$ cat config.mk
export PLATFORM = sky130hd
export DESIGN_NAME = ihc_verdict
export DESIGN_NICKNAME = d
export VERILOG_FILES = /design/src/rtl/core/ihc_pkg.sv /design/src/rtl/core/ihc_verdict.sv
export SDC_FILE = /design/constraint.sdc
export NUM_CORES = 1
export LEC_CHECK = 0
export BUFFER_PORTS_ARGS = -buffer_cell sky130_fd_sc_hd__buf_4
export CORE_AREA = 2 2 166 168
export DETAILED_ROUTE_END_ITERATION = 6
export DIE_AREA = 0 0 168 170
export PLACE_DENSITY = 0.42
export SLEW_MARGIN = 20
export SYNTH_ARGS = -nofsm -noshare
export SYNTH_HDL_FRONTEND = slang
export SYNTH_SLANG_ARGS = --single-unit
$ cat constraint.sdc
create_clock -name vclk -period 7.5
set_clock_uncertainty 0.2 [all_clocks]
set_input_delay 0.75 -clock vclk [all_inputs]
set_output_delay 0.75 -clock vclk [all_outputs]
set_load 0.005 [all_outputs]
$ cat src/rtl/core/ihc_pkg.sv
// Package for the IPv4/TCP/UDP header checker: header state and verdict types,
// protocol codes and stream widths. No dependencies.
`default_nettype none

package ihc_pkg;

   localparam int REQ_TDATA_W = 8;
   localparam int RSP_TDATA_W = 176;

   localparam logic [7:0]  PROTO_TCP     = 8'd6;
   localparam logic [7:0]  PROTO_UDP     = 8'd17;
   localparam logic [3:0]  IP_VERSION_4  = 4'd4;
   localparam logic [15:0] CHECKSUM_WORD = 16'd10;
   localparam logic [15:0] MIN_IP_BYTES  = 16'd20;
   localparam logic [5:0]  MIN_TCP_BYTES = 6'd20;
   localparam logic [5:0]  UDP_HDR_BYTES = 6'd8;
   localparam logic [15:0] TP_FIELD_BYTES = 16'd14;

   // Header fields gathered while a packet streams in.
   typedef struct packed {
      logic [7:0]  byte0;
      logic [15:0] total_len;
      logic [15:0] frag;
      logic [7:0]  proto;
      logic [15:0] checksum;
      logic [31:0] src;
      logic [31:0] dst;
      logic [15:0] sport;
      logic [15:0] dport;
      logic [31:0] seq;
      logic [7:0]  tcp_off;
      logic [7:0]  tcp_flags;
      logic [20:0] sum;
      logic [7:0]  hold;
   } hdr_state_type;

   // Verdict fields, the last member in the lowest bits.
   typedef struct packed {
      logic [31:0] tcp_sequence;
      logic [3:0]  tcp_flag_bits;
      logic        is_fragment;
      logic [15:0] dest_port;
      logic [15:0] source_port;
      logic [31:0] dest_address;
      logic [31:0] source_address;
      logic [15:0] packet_bytes;
      logic [5:0]  transport_header_bytes;
      logic [5:0]  ip_header_bytes;
      logic [7:0]  protocol_number;
      logic        packet_ok;
   } result_type;

endpackage

`default_nettype wire

$ cat src/rtl/core/ihc_verdict.sv
// Verdict logic of the header checker: checks the gathered IPv4 and TCP/UDP
// header fields of one packet and forms the result. Depends on ihc_pkg.
`default_nettype none

module ihc_verdict (
   input  ihc_pkg::hdr_state_type state,
   input  logic [15:0]            length,
   output ihc_pkg::result_type    result
);
   import ihc_pkg::*;

   always_comb begin
      logic [5:0]  hdr;
      logic [5:0]  thdr;
      logic [16:0] fold1;
      logic [15:0] fold2;
      logic [15:0] size;
      logic [15:0] ulen;
      logic [16:0] udp_end;
      logic        ok;

      result = '0;
      hdr = {state.byte0[3:0], 2'b00};
      thdr = {state.tcp_off[7:4], 2'b00};
      ulen = state.seq[31:16];
      udp_end = 17'(hdr) + 17'(ulen);
      fold1 = 17'(state.sum[15:0]) + 17'(state.sum[20:16]);
      fold2 = fold1[15:0] + 16'(fold1[16]);
      size = (state.total_len < length) ? state.total_len : length;

      ok = (length >= MIN_IP_BYTES) && (state.byte0[7:4] == IP_VERSION_4)
         && (hdr != 6'd0) && (16'(hdr) <= length)
         && (state.checksum == (fold2 ^ 16'hFFFF));

      if (state.proto == PROTO_TCP) begin
         ok = ok && (17'(size) >= 17'(hdr) + 17'(MIN_TCP_BYTES))
            && (17'(size) >= 17'(hdr) + 17'(thdr)) && (thdr >= MIN_TCP_BYTES);
         result.transport_header_bytes = thdr;
         result.source_port = state.sport;
         result.dest_port = state.dport;
         result.tcp_sequence = state.seq;
         result.tcp_flag_bits = {state.tcp_flags[4], state.tcp_flags[2],
                                 state.tcp_flags[1], state.tcp_flags[0]};
         result.packet_bytes = size;
      end else if (state.proto == PROTO_UDP) begin
         ok = ok && (17'(size) >= 17'(hdr) + 17'(UDP_HDR_BYTES))
            && (17'(size) >= udp_end);
         result.transport_header_bytes = UDP_HDR_BYTES;
         result.source_port = state.sport;
         result.dest_port = state.dport;
         result.packet_bytes = udp_end[15:0];
      end else begin
         result.packet_bytes = size;
      end

      result.packet_ok = 1'b1;
      result.protocol_number = state.proto;
      result.ip_header_bytes = hdr;
      result.source_address = state.src;
      result.dest_address = state.dst;
      result.is_fragment = state.frag[13] || (state.frag[12:0] != 13'd0);

      if (!ok) begin
         result = '0;
      end
   end

endmodule

`default_nettype wire

Word level (Yosys, flattened, before mapping)
Cells that the tools add are included.

cells by class
  multipliers = 0
  add/subtract/negate cells = 6
  bitwise logic cells = 1
  div/mod/pow operators = 0
  reduce and logical (&&, ||, !) cells = 12
  equal/unequal tests = 4
  magnitude comparators = 8
  muxes and demuxes = 10
  shift-type cells = 0

operators by type and width
  kind                                                                                  count
  170-bit two-way mux                                                                   1
  32-bit two-way mux                                                                    2
  16-bit by 7-bit greater-or-equal comparator with 1-bit output                         3
  36-bit two-way mux                                                                    1
  16-bit two-way mux                                                                    2
  22-bit two-way mux                                                                    1
  16-bit by 5-bit adder with 17-bit output                                              1
  6-bit by 16-bit adder with 17-bit output                                              1
  16-bit by 17-bit greater-or-equal comparator with 1-bit output                        1
  16-bit by 1-bit adder with 16-bit output                                              1
  16-bit equality test                                                                  1
  16-bit by 5-bit greater-or-equal comparator with 1-bit output, second input constant  1
  6-bit by 16-bit <= comparator with 1-bit output                                       1
  16-bit < comparator                                                                   1
  16-bit NOT                                                                            1
  13-bit nonzero test                                                                   1
  1-bit logical AND                                                                     9
  8-bit by 3-bit equality test with 1-bit output, second input constant                 1
  8-bit by 5-bit equality test with 1-bit output, second input constant                 1
  6-bit by 4-bit adder with 7-bit output, second input constant                         1
  6-bit by 5-bit adder with 7-bit output, second input constant                         1
  6-bit by 6-bit adder with 7-bit output                                                1
  6-bit by 5-bit greater-or-equal comparator with 1-bit output, second input constant   1
  4-bit by 3-bit equality test with 1-bit output, second input constant                 1
  4 further kinds                                                                       5

word-level totals
  register bits after elaboration = 0
  memory bits (writable) = 0
  latch bits = 0
  memories = 0
  ROM bits = 0
  output and inout port bits = 170

Longest topological paths before layout
Gate-level depths: netlist of run 1.

  depth after elaboration = 10
  gate-level depth with buffers = 21
  gate-level depth less buffers = 19

Worst setup path before layout of run 1
No wires, ideal clock.

  kind = input port to output port
  from = in length[15]
  to = out result[100] (netlist bit)
  arrival = 5207 ps
  required time = 6550 ps
  path buffers = 3
  slack = 1343 ps
  stages = 20
  cells stage by stage = inv_1 ha_1 nand4_1 or3_1 o31a_1 nand2_1 clkbuf_1 mux2_2 ha_1 a211oi_1 o21ai_0 a31oi_1 o21bai_1 a211oi_1 o31ai_1 a2111oi_0 o31ai_1 clkbuf_1 clkbuf_1 and3_1

RTL lines
  what         line              source
  from (decl)  ihc_verdict.sv:7  input logic [15:0] length,
  to (decl)    ihc_verdict.sv:8  output ihc_pkg::result_type result

==> results of run 1 <==
## layer usage
layer / global-route usage / vias up / wire length [µm]
li1: - / 3395 / -
met5: 0 / - / 74
met2: 0.313 / 236 / 13100
met4: 0.00643 / 10 / 148
met1: 0.218 / 3042 / 11600
met3: 0.0528 / 16 / 2310
## cells in the final DEF (no fill, tap or decap), drive strengths merged, types with 15 or more instances in the layout
master / Yosys / final
ha: 62 / 62
nand2: 37 / 37
and3: 95 / 95
and2: 47 / 47
xnor2: 28 / 28
and4: 38 / 38
nor2: 29 / 29
buf: 9 / 414
a21oi: 24 / 24
nand3: 18 / 18
inv: 40 / 40
o21ai: 44 / 44
xor2: 20 / 20
nor3: 15 / 15
## through the flow
step,util,power [W]
floorplan,-,0.000200
global placement,0.316,0.000371
detailed placement,0.316,0.000372
CTS,0.316,0.000374
global route,0.316,0.000415
finish,0.316,0.000370
## cell families after synthesis
logic type / after synthesis / synth area share
simple gates: 339 / 0.419
compound gates: 151 / 0.208
xor+xnor: 50 / 0.0928
other cells: 1 / 0.000745
mux: 17 / 0.0371
fa+ha+maj: 65 / 0.166
buf+inv: 85 / 0.0756
## where the power goes
part | internal [W] | switching (W)
combinational | 0.000187 | 0.000183
clock | 0.0000000000179 | 0
sequential | 0 | 0
total | 0.000187 | 0.000183
## worst paths after layout
kind,startpoint,endpoint,slack (ps)
worst max-delay path,state[8],result[54],730
worst min-delay path,state[58],result[151],1580
## cell type report
type	instances	area, µm²	share of cell area
diodes	1	2.50	0.000297
inverters	40	150	0.0178
multi-input cells	626	4680	0.556
well taps	341	427	0.0507
repair buffers	414	3160	0.375
## worst max-delay path, delay by kind of cell
kind / cells / cell delay [ps]
compound gates: 6 / 1330
fa+ha+maj: 3 / 800
buf+inv: 6 / 1020
simple gates: 7 / 1870
==> results by group, run 1 <==
Global route
  – Pin count of the biggest net entering global routing: 124
  – Antenna violations before repair: 6
  – Wire length of the first global-routing pass: 39.4 mm
  – Total Routing Usage GR: 0.175
  – Global-route congestion overflow total: 0
  – Vias in the first global route: 6569

Timing
  – Min Clock Period, post-route: 6770 ps
  – Hold WS: 1580 ps
  – Count of final hold-check violations: 0
  – Share of the cycle needed by the critical path after routing: 0.902
  – Peak clock frequency supported by timing: 148 MHz
  – Unrepaired setup endpoints after global routing: false
  – Final total negative setup slack: 0 ps
  – Final-report setup violation count: 0
  – Worst Setup Slack, final: 733 ps
  – Slew at the pin with the worst max-slew slack: approximately 890 ps
  – Max-slew headroom: 0.399
  – Count of final max-slew check failures: 0

Drt
  – Aggregate routed wire length: between 20 and 30 mm
  – Total number of vias: approximately 6700
  – Number of DRC violations after detailed routing: 0
  – DRT Pass-1 Iters: 4
  – Per-cell via count in the routed design: 4.71
  – Wire length per cell: 19.2 µm
  – Antenna violation net count after detailed routing: 0
  – Initial DRC Count: 280

Synthesis
  – Number of distinct library cells after synthesis: 74
  – Cell types occupying the most area after synthesis: sky130_fd_sc_hd__ha_1, sky130_fd_sc_hd__and3_1, sky130_fd_sc_hd__and2_1
  – Share of the synthesized area in the top cell type: 0.154
  – Number of instances in the synthesized netlist: slightly above 700
  – Most used standard cell by instance count after synthesis: sky130_fd_sc_hd__and3_1
  – Mean cell area of the mapped netlist: 7.11 µm²
  – Synth warn: 0
  – Synth Cell Area: 5030 µm²
  – Biggest area consumer among synthesized cells: sky130_fd_sc_hd__ha_1
  – Post-synthesis sequential area ratio: 0
  – Cell types with the highest counts after synthesis: sky130_fd_sc_hd__and3_1, sky130_fd_sc_hd__ha_1, sky130_fd_sc_hd__and2_1

Die
  – Starting density of the core: 0.189
  – Io pins: 423
  – Die outline height: roughly 170 µm
  – Placeable core area: 26700 µm²
  – DIE AREA: 28600 µm²
  – Number of placement rows: 60
  – Die width: 168 µm

Finish
  – Final Non-Filler Cells: 1422
  – NumNets Final: between 1000 and 1500
  – Total number of sequential cells: 0
  – Footprint of the flip-flops and latches: 0 µm²
  – Signed area change from the synthesized netlist to the final layout: 67.3%
  – Share of layout cells above drive strength 1: 0.441
  – Fill cell total of the finished layout: 2960
  – Clkbuf count: 0
  – Final std cell area, no fill: around 8400 µm²

Worst setup path
  – Startpoint type of the worst setup path: primary input
  – Data arrival time of the worst path: between 5000 and 6000 ps
  – Worst Setup End Kind: primary output
  – Most frequent CP cell: sky130_fd_sc_hd__buf_4
  – Chain of cells forming the critical path: buf_4, ha_1, inv_1, fa_1, nand2b_1, a21oi_1, o211a_1, and4_1, ha_1, nor2b_1, o2111ai_1, a2111oi_4, buf_4, o21ai_0, or4b_4, nor3_2, o2111ai_2, nor4b_4, buf_12, buf_4, and3_1, buf_4
  – Type of the setup path with the least slack: primary input to primary output
  – Max FO, Critical Path: 51
  – Data required, critical path: 6550 ps
  – Delay contributed by the slowest stage of the critical path: 550 ps
  – Highest-delay cell along the critical path: sky130_fd_sc_hd__or4b_4

Place
  – Number of input and output port buffers inserted: 401
  – Final weighted congestion in routability-driven placement: 0.814
  – Placement Cell Area: about 8400 µm²
  – Setup WS pre-CTS: 715 ps
  – Half-perimeter wire length of the detailed placement result: 23.3 mm
  – Number of placed instances with taps included: 1421

Clock network
  – Setup Buffers After CTS: 0
  – Gates resized, CTS repair: 0
  – Hold-fix buffer count after cts: 0

Power
  – Maximum VDD drop: 22.3 µV
  – Cell area power density: about 44 nW/µm²
  – Static leakage: 4.53 nW

Min path
  – Class of the tightest hold or removal check: primary input to primary output
  – Count of cells along the worst hold path: 3

Job
  – Number of maximum-capacitance violations: 0

Outcome
  – Run status: complete, no violations
No activity file was read; power rests on OpenSTA's default activity.
==> run 2, diff against run 1 <==
--- a/config.mk
+++ b/config.mk
@@ -5,11 +5,12 @@
 export SDC_FILE = /design/constraint.sdc
 export NUM_CORES = 1
 export LEC_CHECK = 0
+export ABC_AREA = 1
 export BUFFER_PORTS_ARGS = -buffer_cell sky130_fd_sc_hd__buf_4
-export CORE_AREA = 2 2 166 168
+export CORE_AREA = 2 2 163 165
 export DETAILED_ROUTE_END_ITERATION = 6
-export DIE_AREA = 0 0 168 170
-export PLACE_DENSITY = 0.42
+export DIE_AREA = 0 0 165 167
+export PLACE_DENSITY = 0.44
 export SLEW_MARGIN = 20
 export SYNTH_ARGS = -nofsm -noshare
 export SYNTH_HDL_FRONTEND = slang
==> results by group, run 2 <==
Min path
  – Min-Delay Startpoint: state[46]
  – Class of the tightest hold or removal check: primary input to primary output
  – Count of cells along the worst hold path: 4

Synthesis
  – Number of instances in the synthesized netlist: 915
  – Share of the synthesized area in the top cell type: 0.167
  – Synth warn: 0
  – Mean cell area of the mapped netlist: roughly 5.7 µm²
  – Biggest area consumer among synthesized cells: sky130_fd_sc_hd__a21oi_2
  – Most used standard cell by instance count after synthesis: sky130_fd_sc_hd__inv_1
  – Post-synthesis sequential area ratio: 0
  – Synth Cell Area: between 5000 and 6000 µm²
  – Number of distinct library cells after synthesis: 35
  – Cell types with the highest counts after synthesis: sky130_fd_sc_hd__inv_1, sky130_fd_sc_hd__nand2_1, sky130_fd_sc_hd__a21oi_2
  – Cell types occupying the most area after synthesis: sky130_fd_sc_hd__a21oi_2, sky130_fd_sc_hd__ha_1, sky130_fd_sc_hd__inv_1

Drt
  – Antenna violation net count after detailed routing: 0
  – Aggregate routed wire length: 25.5 mm
  – Initial DRC Count: 309
  – DRT Pass-1 Iters: 4
  – Wire length per cell: around 16 µm
  – Per-cell via count in the routed design: 4.23
  – Number of DRC violations after detailed routing: 0
  – Total number of vias: a little under 7000

Power
  – Combinational share of power: 1.000
  – Internal power component: 0.000173 W
  – Power share of the sequential group: 0
  – Overall Power: 0.000360 W
  – Switching part of the total: 0.519
  – Maximum VDD drop: 22.1 µV
  – NetSw: roughly 0.00019 W
  – Static leakage: 4.76 nW
  – Cell area power density: 42.0 nW/µm²
  – Part of the total power dissipated in the clock network: 0

Place
  – Number of input and output port buffers inserted: approximately 400
  – Half-perimeter wire length of the detailed placement result: around 22 mm
  – Final weighted congestion in routability-driven placement: between 0.8 and 0.9
  – Number of placed instances with taps included: 1626

Worst setup path
  – Most frequent CP cell: sky130_fd_sc_hd__nand2_1
  – Data arrival time of the worst path: 5760 ps
  – CP Launch Point: state[8]
  – Highest-delay cell along the critical path: sky130_fd_sc_hd__fa_1
  – Max FO, Critical Path: 63
  – Worst Setup End Kind: primary output
  – Type of the setup path with the least slack: primary input to primary output
  – Startpoint type of the worst setup path: primary input
  – Data required, critical path: 6550 ps
  – Delay contributed by the slowest stage of the critical path: 410 ps

Clock network
  – Hold-fix buffer count after cts: 0
  – Gates resized, CTS repair: 0
  – Setup Buffers After CTS: 0

Timing
  – Final-report setup violation count: 0
  – Max-slew headroom: 0.392
  – Count of final hold-check violations: 0
  – Peak clock frequency supported by timing: 149 MHz
  – Count of final max-slew check failures: 0
  – Unrepaired setup endpoints after global routing: false
  – Final total negative setup slack: 0 ps
  – Min Clock Period, post-route: 6710 ps
  – Hold WS: 1600 ps
  – Share of the cycle needed by the critical path after routing: 0.895
  – Slew at the pin with the worst max-slew slack: slightly above 900 ps

Die
  – Die width: 165 µm
  – Starting density of the core: 0.203
  – Die outline height: about 170 µm
  – Placeable core area: 25800 µm²
  – DIE AREA: 27600 µm²
  – Io pins: ~420
  – Number of placement rows: 59

Global route
  – Wire length of the first global-routing pass: 38.0 mm
  – Global-route congestion overflow total: 0
  – Total Routing Usage GR: 0.174
  – Vias in the first global route: 6773
  – Pin count of the biggest net entering global routing: 64
  – Antenna violations before repair: 3

Finish
  – Commonest non-fill, non-tap cell in the layout: sky130_fd_sc_hd__buf_4
  – Total number of sequential cells: 0
  – Commonest cells after routing, fill and taps aside: sky130_fd_sc_hd__buf_4, sky130_fd_sc_hd__inv_1, sky130_fd_sc_hd__nand2_1
  – NumNets Final: roughly 1600
  – Final Non-Filler Cells: approximately 1600
  – Share of layout cells above drive strength 1: 0.415
  – Clkbuf count: 0
  – Footprint of the flip-flops and latches: 0 µm²
  – Signed area change from the synthesized netlist to the final layout: 63.6%

Outcome
  – Run status: complete, no violations

Job
  – Number of maximum-capacitance violations: 0
-- run 2: cell types whose count changed after synthesis, sizes merged, moves of 18 or more --
cell,previous run,this run
and2,47,0
inv,40,193
xnor2,28,10
a21oi,24,164
and3,95,0
nor2,29,97
clkbuf,36,11
and4,38,0
nand2,37,186
nand3,18,38
buf,9,34
-- run 2: per-stage QoR --
stage / area [µm²] / worst slack, ps / util
2_1_floorplan: 5250 / 2410 / -
3_3_place_gp: 8560 / 846 / 0.332
3_5_place_dp: 8560 / 860 / 0.332
4_1_cts: 8560 / 833 / 0.332
5_1_grt: 8570 / 361 / 0.333
6_report: 8570 / 789 / 0.333
-- run 2: worst paths after layout --
kind	to
max	result[4]
min	result[139]
-- run 2: power groups by stage --
stage	clock network [W]	registers [W]	logic, W
floorplan	0	0	0.000198
global placement	0	0	0.000360
detailed placement	0	0	0.000362
CTS	0	0	0.000364
global route	0.0000000000358	0	0.000414
finish	0.0000000000359	0	0.000360
-- run 2: area by class of cell --
class	instances	area, µm²
fillers	2920	17200
multi-input cells	680	4240
repair buffers	418	3180
inverters	193	724
well taps	335	419
diodes	2	5.00
-- run 2: cell families after synthesis --
| kind of cell | share of synthesized area |
|---|---|
| XOR/XNOR | 0.0721 |
| buffers and inverters | 0.197 |
| other | 0.000716 |
| AO/OA/AOI/OAI | 0.275 |
| adder cells (fa/ha/maj) | 0.160 |
| AND/OR/NAND/NOR | 0.296 |
-- run 2: routing by layer --
metal | part of all wire | global-route usage
met1 | 0.42 | 0.212
met4 | 0.013 | 0.0261
met2 | 0.51 | 0.327
met5 | 0.00051 | 0
met3 | 0.063 | 0.0227
-- run 2: critical path: cells and delay by family --
| kind | cells | cell delay (ps) |
|---|---|---|
| adder cells (fa/ha/maj) | 4 | 1040 |
| AND/OR/NAND/NOR | 18 | 2800 |
| AO/OA/AOI/OAI | 2 | 440 |
| buffers and inverters | 5 | 700 |
